--- config.mk ---
export PLATFORM = sky130hd
export DESIGN_NAME = dfe_tap_state
export DESIGN_NICKNAME = d
export VERILOG_FILES = /design/src/hdl/dfe_pkg.sv /design/src/hdl/dfe_tap_state.sv
export SDC_FILE = /design/constraint.sdc
export NUM_CORES = 2
export LEC_CHECK = 0
export BUFFER_PORTS_ARGS = -buffer_cell sky130_fd_sc_hd__buf_2
export CORE_AREA = 2 2 416 418
export DETAILED_ROUTE_END_ITERATION = 10
export DIE_AREA = 0 0 418 420
export GPL_ROUTABILITY_DRIVEN = 0
export PLACE_DENSITY = 0.41
export SLEW_MARGIN = 15
export SYNTH_ARGS = -nofsm -noshare
export SYNTH_HDL_FRONTEND = slang
export SYNTH_SLANG_ARGS = --single-unit
--- constraint.sdc ---
create_clock -name clock -period 1.3 [get_ports clock]
set_clock_uncertainty 0.1 [all_clocks]
set_input_delay 0.065 -clock clock [delete_from_list [all_inputs] [get_ports clock]]
set_output_delay 0.065 -clock clock [all_outputs]
set_load 0.01 [all_outputs]
--- src/hdl/dfe_pkg.sv ---
package dfe_pkg;

   // Field widths are fixed by the request format.
   localparam int DATA_BITS     = 16;
   localparam int COEF_BITS     = 16;
   localparam int INDEX_BITS    = 5;
   localparam int FEEDBACK_TAPS = 8;
   localparam int TAPS_DEFAULT  = 32;

   // Feedforward products are summed in groups of this size per pipeline stage.
   localparam int GROUP_SIZE    = 8;

   localparam int PRODUCT_BITS  = DATA_BITS + COEF_BITS;
   localparam int PRODUCT_SHIFT = COEF_BITS - 1;

   // func codes
   localparam logic FUNC_SAMPLE = 1'b0;
   localparam logic FUNC_LOAD   = 1'b1;

   typedef logic signed [DATA_BITS-1:0] data_type;
   typedef logic signed [COEF_BITS-1:0] coef_type;
   typedef logic [INDEX_BITS-1:0]       index_type;

   // Update to the tap state on an accepted request.
   typedef struct packed {
      logic      shift;
      logic      coef_we;
      index_type coef_index;
      coef_type  coef_value;
   } tap_write_type;

   // Per-stage load enables of the datapath pipeline.
   typedef struct packed {
      logic p_load;
      logic g_load;
      logic o_load;
   } pipe_ctrl_type;

   // Full product, floor-shifted by the coefficient fraction bits, wrapped to
   // the data width. Arithmetic right shift rounds toward minus infinity.
   function automatic data_type trunc_product(data_type d, coef_type c);
      logic signed [PRODUCT_BITS-1:0] p;
      p = PRODUCT_BITS'(d) * PRODUCT_BITS'(c);
      return p[PRODUCT_SHIFT +: DATA_BITS];
   endfunction

endpackage

--- src/hdl/dfe_tap_state.sv ---
module dfe_tap_state #(
   parameter int TAPS = dfe_pkg::TAPS_DEFAULT
) (
   input  logic                  clock,
   input  logic                  reset,
   input  dfe_pkg::tap_write_type wr,
   input  dfe_pkg::data_type     sample,
   output dfe_pkg::data_type     taps [TAPS],
   output dfe_pkg::coef_type     coefs [TAPS]
);

   dfe_pkg::data_type hist_ff [TAPS];
   dfe_pkg::data_type hist_in [TAPS];
   dfe_pkg::coef_type coef_ff [TAPS];
   dfe_pkg::coef_type coef_in [TAPS];

   // History as it stands once the new sample has shifted in.
   always_comb begin
      taps[0] = sample;
      for (int i = 1; i < TAPS; i++) begin
         taps[i] = hist_ff[i-1];
      end
   end

   always_comb begin
      for (int i = 0; i < TAPS; i++) begin
         hist_in[i] = wr.shift ? taps[i] : hist_ff[i];
         coef_in[i] = coef_ff[i];
         // slots at or beyond TAPS never match, so such loads are dropped
         if (wr.coef_we && (32'(wr.coef_index) == i)) begin
            coef_in[i] = wr.coef_value;
         end
      end
   end

   always_ff @(posedge clock) begin
      for (int i = 0; i < TAPS; i++) begin
         if (reset) begin
            hist_ff[i] <= '0;
            coef_ff[i] <= '0;
         end else begin
            hist_ff[i] <= hist_in[i];
            coef_ff[i] <= coef_in[i];
         end
      end
   end

   assign coefs = coef_ff;

endmodule

# == Word level (Yosys, flattened, before mapping) ==
# Memory sizes are Yosys's and may differ from the RTL's.
# Cells that the tools add are included.
# word_totals
ff_bits,512
mem_bits_rw,512
in_bits,41
wordCells,198
n_memories,1
# classes
n_eq_ne,32
muxes,67
bitwise_logic,32
n_reduce_logical,34
# memory_table
name,words,width,rd,rd_clocked_by_memory_dff,write_ports,line,rtl
hist_ff,32,16,31,0,32,dfe_tap_state.sv:12,dfe_pkg::data_type hist_ff [TAPS];
# op_table
cell,count
16-bit two-way mux,64
5-bit equality test (second input constant),16
5-bit by 4-bit equality test with 1-bit output (second input constant),8
1-bit logical AND,32
1-bit bitwise OR,32
5-bit by 3-bit equality test with 1-bit output (second input constant),4
5-bit by 2-bit equality test with 1-bit output (second input constant),2
5-bit by 1-bit equality test with 1-bit output (second input constant),1
5-bit logical NOT,1
1-bit two-way mux,3
2-bit AND reduction,1
1-bit inequality test (second input constant),1

# == Logic depth before layout (Yosys ltp) ==
# depth
ltp_word,3
depth_mapped,6

# == Worst setup path before layout ==
# No wires, ideal clock.
# synth_path
path_type,in2reg
from,in reset
to,mem hist_ff[0][0] (netlist name)
setup_ns,0.117
t_arrival_ns,1.009
t_required_ns,1.083
slack_ns,0.074
path_stages,6
n_path_buf,5
cell_sequence,buf_2 -> buf_2 -> buf_2 -> clkbuf_1 -> buf_2 -> nor2_1
# synth_rtl
element,line,rtl
from (decl),dfe_tap_state.sv:5,"input logic reset,"
to (decl),dfe_tap_state.sv:12,

==> reports/qor.yml <==
grt:
  first_global_vias: 31558
  overflow: 0
  grt_pass1_wl_mm: 240
  track_usage: 0.190
  antenna_found_initial: 2
  grt_max_degree: 78
synth:
  synth_area_leaders: "dfxtp_1 54%, mux2i_1 27%, nand2b_1 8.9%"
  ys_types: 19
  synth_nets: 3403
  synth_top_cell_area_share: 0.543
  ys_warn_count: 0
  synth.mux.area_fraction: 0.271
  ys_seq_elements: 1008
  netlist_area_um2: 37200
  synth-compound-area-share: 0
  synthCells: 3362
  yosys.area_share.simple: 0.148
  synth_seq_area_share: 0.543
  synth_top_family_by_area: "multiplexers"
  synth_xor_area_frac: 0
  netlist.top_cell.by_area: "dfxtp_1"
  synthAdderAreaFrac: 0
  syn_avg_cell_area_um2: 11.1
floorplan:
  core_um2: 171000
  start_util: 0.217
  pin_count: 1065
  die_w_um: 418
  row_count: 152
  fp.dieH_um: 420
  die_area_um2: 176000
power_and_ir_drop:
  p_leak_nw: 31.2
  powerDensity_nw_per_um2: 1080
  vdd_drop_max_mv: 1.04
timing:
  setup_viol: 1009
  final_hold_viol_count: 0
  slew_violations: 0
  fin_crit_sh: 1.19
  period_minus_slack_ns: 1.55
  max_slew_margin: 0.625
  worst_pin_slew_ns: 0.562
  fin_ws_ns: -0.248
  tns_ns: -61.66
  clock.fmax_ghz: 0.646
  rsz0062_at_grt: "true"
drt:
  drt_iter0_markers: 1351
  firstDrtPassIters: 5
  drc: 0
  wl_per_cell_um: 23.4
  totalWireLength_mm: 174
  drt-vias-per-instance: 4.15
  antenna_left: 0
  vias: 30879
clock_tree:
  ctsRootBufferMaster: "clkbuf_16"
  cts_buffer_depth: 3
  cts_tree: "yes"
  clock_latency_ns: 0.75
  cts_sinks: 1008
  cts_buffers: 116
  htree_levels: 3
  clk_pin_slew_ns: 0.06
status:
  violations: "negative setup slack"
  status: "complete, but fails checks"
worst_setup_path:
  crit_slowest_cell: "dfxtp_2"
  r2r_end: "hist_ff[1][9]"
  r2r_setup_slack_ns: 0.29
  worstPathRequired_ns: 1.13
  worst_r2r_path_depth: 4
  path_cells: "buf_8 > buf_6"
  reg2reg_from: "hist_ff[0][249]"
  critPathLaunchType: "register"
  max_stage_delay_ns: 0.35
  path_max_fanout: 2
  cp.arrival_ns: 1.38
  end_kind: "primary output"
  critical_path_class: "reg -> out"
layout:
  finalNetCount: 5161
  diodes: 0
  syn2layout_area_growth_pct: 70.5
  final_design_area_no_fill_um2: 63400
  fill_cells: 17097
  drive_gt1_frac: 0.594
  post-route-util: 0.371
worst_hold_path:
  min_delay_worst_endpoint: "coefs[19]"
  hold_path.class: "in -> reg"
  hold_start: "wr[20]"
  hold_depth: 5
run:
  cap_violations: 0
place:
  placed_area_um2: 46500
  post-place-ws_ns: -0.345
  dp_hpwl_mm: 123
  io_buffers: 1064
[power breakdown]
group          internal [mW]  total, mW  switching [mW]
Clock                   19.4       33.2            13.8
Sequential              30.9       31.0           0.139
Combinational           1.85       4.03            2.18
Total                   52.1       68.2            16.2
[stage by stage]
step	cells	hold slack [ns]	power (mW)
final	7446	0.0735	68.2
after global routing	7446	0.0445	70.7
after CTS	7314	0.00363	69.2
after detailed placement	6568	0.225	35.4
after global placement	6568	0.216	35.5
after floorplan	3362	0.112	33.8
[cells by family after synthesis]
logic type | count (synthesis)
buffers and inverters | 276
flip-flops | 1008
AND/OR/NAND/NOR | 1070
multiplexers | 1008
[synthesized netlist by cell type]
cell type,number
nor2_2,1
buf_6,19
buf_2,95
buf_4,29
clkbuf_2,1
nand2b_1,528
nand2_2,30
nand2_1,2
nor4b_4,1
mux2i_1,1008
buf_1,6
and4b_1,3
and4_1,1
clkbuf_1,126
dfxtp_1,1008
nor2b_1,2
and4bb_2,3
nor2_1,496
and2_1,3
[final cells by class]
cell class	count	area [µm²]	area share
Timing Repair Buffer	1916	19400	0.306
Sequential cell	1008	21700	0.343
Clock inverter	27	347	0.00547
Clock buffer	184	3500	0.0552
Multi-Input combinational cell	2078	15600	0.247
Tap cell	2233	2790	0.0441
[metal layers]
| metal | routed length, µm | global-route usage |
|---|---|---|
| met4 | 9420 | 0.0974 |
| met1 | 66100 | 0.207 |
| met3 | 10500 | 0.0540 |
| met5 | 9 | 0 |
| met2 | 88200 | 0.335 |
[flip-flops by register name, summed over array words and instances, names as in the netlist]
name and cells:
coefs 512, hist_ff 496
[layout by cell type (no fill, tap or decap), types with 3 or more instances in the layout]
cell	count
clkbuf_8	30
nand2b_1	513
mux2i_1	1008
clkbuf_1	36
and4b_1	3
buf_4	698
buf_8	9
dlygate4sd3_1	56
clkinv_2	11
buf_6	1009
clkinv_4	3
and4bb_2	3
nand2b_2	15
nand2_2	30
dfxtp_2	891
clkbuf_16	118
buf_12	90
and2_1	3
dfxtp_4	117
nor2_1	496
buf_2	54
bufinv_16	5
[how the worst max path moves through the flow]
stage | startpoint | endpoint | cells after the start
detailed placement | wr[18] | coefs[279] | 6
global route | hist_ff[1][12] | taps[236] | 2
global placement | wr[18] | coefs[296] | 6
floorplan | reset | hist_ff[0][0] | 6
CTS | hist_ff[1][12] | taps[236] | 2
finish | hist_ff[1][6] | taps[230] | 2
[critical path, delay by kind of cell, from the launching register on]
family                 cells  cell delay (ns)
flip-flops                 1             0.35
buffers and inverters      2             0.26
[repair_timing]
item | in CTS | in global routing
setup buffers | 479 | 132
cloned | 0 | 0
hold endpoints to repair | 1008 | 0
endpoints found under the setup margin | 1008 | 1106
hold buffers | 56 | 0
resized for setup | 2690 | 9
(Power assumes the default switching activity.)
