==> config.mk <==
export PLATFORM = sky130hd
export DESIGN_NAME = dfe_sum
export DESIGN_NICKNAME = d
export VERILOG_FILES = /design/src/hdl/dfe_pkg.sv /design/src/hdl/dfe_sum.sv
export SDC_FILE = /design/constraint.sdc
export NUM_CORES = 1
export LEC_CHECK = 0
export BUFFER_PORTS_ARGS = -buffer_cell sky130_fd_sc_hd__buf_2
export CAP_MARGIN = 20
export CORE_AREA = 8 8 247 249
export CTS_CLUSTER_DIAMETER = 50
export DETAILED_ROUTE_END_ITERATION = 8
export DIE_AREA = 0 0 255 257
export PLACE_DENSITY_LB_ADDON = 0.15
export RECOVER_POWER = 100
export SLEW_MARGIN = 40
export SYNTH_ARGS = -nofsm -noshare
export SYNTH_HDL_FRONTEND = slang
export SYNTH_SLANG_ARGS = --single-unit
==> constraint.sdc <==
create_clock -name clock -period 9.72 [get_ports clock]
set_input_delay 1.458 -clock clock [delete_from_list [all_inputs] [get_ports clock]]
set_output_delay 1.458 -clock clock [all_outputs]
set_load 0.005 [all_outputs]
==> src/hdl/dfe_pkg.sv <==
package dfe_pkg;

   // Field widths are fixed by the request format.
   localparam int DATA_BITS     = 16;
   localparam int COEF_BITS     = 16;
   localparam int INDEX_BITS    = 5;
   localparam int FEEDBACK_TAPS = 8;
   localparam int TAPS_DEFAULT  = 32;

   // Feedforward products are summed in groups of this size per pipeline stage.
   localparam int GROUP_SIZE    = 8;

   localparam int PRODUCT_BITS  = DATA_BITS + COEF_BITS;
   localparam int PRODUCT_SHIFT = COEF_BITS - 1;

   // func codes
   localparam logic FUNC_SAMPLE = 1'b0;
   localparam logic FUNC_LOAD   = 1'b1;

   typedef logic signed [DATA_BITS-1:0] data_type;
   typedef logic signed [COEF_BITS-1:0] coef_type;
   typedef logic [INDEX_BITS-1:0]       index_type;

   // Update to the tap state on an accepted request.
   typedef struct packed {
      logic      shift;
      logic      coef_we;
      index_type coef_index;
      coef_type  coef_value;
   } tap_write_type;

   // Per-stage load enables of the datapath pipeline.
   typedef struct packed {
      logic p_load;
      logic g_load;
      logic o_load;
   } pipe_ctrl_type;

   // Full product, floor-shifted by the coefficient fraction bits, wrapped to
   // the data width. Arithmetic right shift rounds toward minus infinity.
   function automatic data_type trunc_product(data_type d, coef_type c);
      logic signed [PRODUCT_BITS-1:0] p;
      p = PRODUCT_BITS'(d) * PRODUCT_BITS'(c);
      return p[PRODUCT_SHIFT +: DATA_BITS];
   endfunction

endpackage

==> src/hdl/dfe_sum.sv <==
module dfe_sum #(
   parameter int TAPS = dfe_pkg::TAPS_DEFAULT
) (
   input  logic                  clock,
   input  dfe_pkg::pipe_ctrl_type ctrl,
   input  dfe_pkg::data_type     ff_prod [TAPS],
   input  dfe_pkg::data_type     fb_prod [dfe_pkg::FEEDBACK_TAPS],
   output dfe_pkg::data_type     equalized
);

   localparam int NGROUPS = (TAPS + dfe_pkg::GROUP_SIZE - 1) / dfe_pkg::GROUP_SIZE;

   dfe_pkg::data_type group_ff [NGROUPS];
   dfe_pkg::data_type group_in [NGROUPS];
   dfe_pkg::data_type fb_sum_ff;
   dfe_pkg::data_type fb_sum_in;
   dfe_pkg::data_type eq_ff;
   dfe_pkg::data_type eq_in;

   // Partial sums, all wrapping at the data width.
   always_comb begin
      for (int g = 0; g < NGROUPS; g++) begin
         group_in[g] = '0;
         for (int k = 0; k < dfe_pkg::GROUP_SIZE; k++) begin
            if (g * dfe_pkg::GROUP_SIZE + k < TAPS) begin
               group_in[g] = group_in[g] + ff_prod[g * dfe_pkg::GROUP_SIZE + k];
            end
         end
      end
   end

   always_comb begin
      fb_sum_in = '0;
      for (int i = 0; i < dfe_pkg::FEEDBACK_TAPS; i++) begin
         fb_sum_in = fb_sum_in + fb_prod[i];
      end
   end

   always_comb begin
      eq_in = '0;
      for (int g = 0; g < NGROUPS; g++) begin
         eq_in = eq_in + group_ff[g];
      end
      eq_in = eq_in - fb_sum_ff;
   end

   always_ff @(posedge clock) begin
      if (ctrl.g_load) begin
         group_ff  <= group_in;
         fb_sum_ff <= fb_sum_in;
      end
      if (ctrl.o_load) begin
         eq_ff <= eq_in;
      end
   end

   assign equalized = eq_ff;

endmodule

# [Word level (Yosys, flattened, before mapping)]
# Cells that the tools add are included.
[totals] word_cells=45 output_inout_bits=16 ff_bits=96 input_bits=644
[op_classes] add_sub_neg=39
[ops] op="$add 16x16->16" count=38
[ops] op="$sub 16x16->16" count=1

# [Logic depth before layout (Yosys ltp)]
[depth] ltp_word=7 depth_mapped=17 depth_no_buf=17

# [Worst setup path before layout]
# Ideal clock, no wire load.
[synth_path] kind="input -> register" from="in ff_prod[50] in the netlist's numbering" to="reg group_ff[12] in the netlist's numbering, data pin" path_buffers=0 path_stages=17 setup_time_ns=0.137 arrival_ns=5.157 t_required_ns=9.583 slack_ns=4.427 path_cell_list="inv_1 -> fa_1 -> inv_1 -> fa_1 -> fa_1 -> inv_1 -> fa_1 -> inv_1 -> ha_1 -> inv_1 -> fa_1 -> nor2b_1 -> o21a_1 -> o21a_1 -> o211ai_1 -> a2111oi_0 -> nand3b_1"
[synth_rtl] item="start: declaration" line_no="dfe_sum.sv:6" rtl="input dfe_pkg::data_type ff_prod [TAPS],"
[synth_rtl] item="end signal: assignment" line_no="dfe_sum.sv:49" rtl="group_ff <= group_in;"
[synth_rtl] item="end: declaration" line_no="dfe_sum.sv:13" rtl="dfe_pkg::data_type group_ff [NGROUPS];"

==> impl_metrics.json <==
{
  "yosysUniqueCellTypes": 51,
  "dp_hpwl_mm": 52.04,
  "syn_to_final_growth_pct": 22.56,
  "slew_violations": 81,
  "setup.worst_path.start_class": "input port",
  "drc": 0,
  "clk_pin_slew_worst_paths_ns": 0.07,
  "postCtsSetupBuffers": 0,
  "core-area_um2": 57030,
  "dieWidth_um": 255,
  "dpl_cell_area_um2": 24330,
  "worstPathArrival_ns": 5.95,
  "postCtsResizedCells": 0,
  "max-slew-margin-rel_pct": -209.3,
  "numCtsBuffers": 9,
  "antenna_found_initial": 13,
  "ir_worst_vdd_mv": 0.6884,
  "avgViaCountPerCell": 4.174,
  "synth-seq-cells": 96,
  "worstPathMaxFanout": 3,
  "grt_pass1_wl_mm": 86.94,
  "total_power_mw": 10.93,
  "cp_slowest_cell": "o31ai_1",
  "clock_latency_ns": 0.35,
  "cap_violations": 1,
  "clockBufferDepth": 2,
  "die_y_um": 257,
  "fin_crit_ns": 5.851,
  "place_inst": 3458,
  "fin_cells": 3479,
  "critPathBufInv": 5,
  "rsz0062_at_grt": "no",
  "ys_seq_area_share_pct": 14.36,
  "first_pass_iters": 4,
  "cp.required_ns": 9.82,
  "start_util_pct": 35.19,
  "tightestPinTransition_ns": 4.639,
  "grt_use_total_pct": 16.91,
  "synthCells": 2036,
  "cp_cell_sequence": "clkbuf_1, inv_1, fa_1, inv_1, fa_1, fa_1, inv_1, fa_1, inv_1, ha_1, a211oi_1, o21ai_0, o31ai_1, o21ai_0, a31oi_1, xnor2_1",
  "dieArea_um2": 65540,
  "final_cell_area_um2": 24600,
  "grt_max_degree": 81,
  "cts.sinks": 96,
  "port-buffer-count": 658,
  "fin_setup_tns_ns": 0,
  "hold_violations": 0,
  "gp_congestion": 0.8639,
  "route.vias.total": 14520,
  "critPathKind": "input port to flop",
  "drt_iter0_markers": 397,
  "cts-root-buf": "clkbuf_16",
  "hold_buffers": 0,
  "ios": 660,
  "placementRows": 88,
  "yosysWarnings": 0,
  "avgSynthCellArea_um2": 9.859,
  "htree_levels": 3,
  "grt-ovfl-total": 0,
  "cts_tree": "built",
  "synth_edf_count": 96,
  "hold_path_class": "flop to flop",
  "setup_ws_ns": 3.869,
  "antenna_left": 0,
  "grt_pass1_vias": 17290,
  "outcome": "finished with violations",
  "fin_nets": 3923,
  "wirelength_mm": 54.19,
  "dp_worst_setup_slack_ns": 3.868,
  "critPathCaptureType": "flop",
  "drive_above_1_share_pct": 24.27,
  "synthArstFlopShare_pct": 0,
  "max_stage_delay_ns": 0.62,
  "syn-num-nets": 3255,
  "violations": "capacitance limit, slew limit",
  "powerDensity_nw_per_um2": 444.3,
  "netlist_area_um2": 20070,
  "wire_per_inst_um": 15.58,
  "max_freq_mhz": 170.9,
  "critPathTopFamily": "adder cells",
  "finalCritPeriodShare_pct": 60.19,
  "setup_viol": 0,
  "fin_skew_ns": 0.007556,
  "p_leak_nw": 13.79,
  "synthFlopType": "edfxtp_1"
}
[path summary, 6_finish.rpt]
kind	startpoint	to	slack, ns	cells after the start
min reg2reg	group_ff[48]	equalized[0]	0.56	1
max reg2reg	group_ff[17]	equalized[15]	5.30	14
min	group_ff[48]	equalized[0]	0.56	1
max	ff_prod[307]	group_ff[47]	3.87	16
[synth_stat cells, types with 8 or more instances]
library cell,n,area (um2)
nor2_1,45,168.9
edfxtp_1,96,2883
a21oi_1,39,195.2
nor3_1,18,90.09
fa_1,479,9589
ha_1,96,1201
nor2b_1,16,100.1
o21ai_0,36,180.2
xnor2_1,105,919.6
a211oi_1,8,60.06
a21o_1,20,150.1
xor2_1,18,157.7
nand2b_1,9,56.30
nand2_1,21,78.83
o21a_1,17,127.6
inv_1,933,3502
[registers in the layout, summed over array words and instances (netlist names)]
| register | count |
|---|---|
| group_ff | 64 |
| equalized | 16 |
| fb_sum_ff | 16 |
[cells in the final DEF, fill, tap and decap left out, types with 3 or more instances in the layout]
cell / count
a311oi_1: 6
clkbuf_1: 18
o31ai_1: 4
a21o_1: 20
fa_1: 479
inv_1: 933
o21ai_0: 40
a211oi_1: 8
nor2b_1: 16
nand4_1: 5
o21bai_1: 3
nor2_1: 45
nand3_1: 4
nand2_1: 21
o311ai_0: 5
nor3b_1: 3
o211ai_1: 5
clkbuf_16: 9
diode_2: 7
edfxtp_1: 96
o21a_1: 17
a21boi_0: 6
buf_2: 640
a21oi_1: 40
xor2_1: 18
or3_1: 3
nor3_1: 18
ha_1: 96
xnor2_1: 105
nand2b_1: 9
a31oi_1: 5
[power breakdown]
group / switching [mW] / internal [mW]
combinational: 5.11 / 4.05
sequential: 0.110 / 1.28
clock: 0.155 / 0.224
total: 5.38 / 5.55
[per-stage QoR]
step | util, % | hold WS, ns
floorplan | - | 0.5256
CTS | 43.19 | 0.5700
detailed placement | 42.65 | 0.5527
global route | 43.12 | 0.5880
finish | 43.14 | 0.5594
global placement | 42.64 | 0.5464
[cell type report]
type / count / area [um2]
Fill cell: 5830 / 32430
Clock inverter: 5 / 82.58
Timing Repair Buffer: 658 / 3271
Antenna cell: 7 / 17.52
Sequential cell: 96 / 2883
Clock buffer: 9 / 225.2
Tap cell: 765 / 957.2
Inverter: 933 / 3502
Multi-Input combinational cell: 1006 / 13660
[cells by family after synthesis]
logic type | after synthesis | synth area share [%]
buf+inv | 934 | 17.47
fa+ha+maj | 575 | 53.76
compound gates | 176 | 5.822
simple gates | 130 | 3.129
xor+xnor | 123 | 5.367
flops | 96 | 14.36
mux | 2 | 0.09974
[layer usage]
layer	wire [um]	global-route usage, %	up-vias	part of all wire, %
li1	-	-	7023	-
met1	19570	18.77	7130	36
met2	31280	33.65	313	58
met3	2703	2.954	41	5.0
met4	545	2.149	14	1.0
met5	92	0	-	0.17
Note: power is estimated with default switching activity, not from simulation.
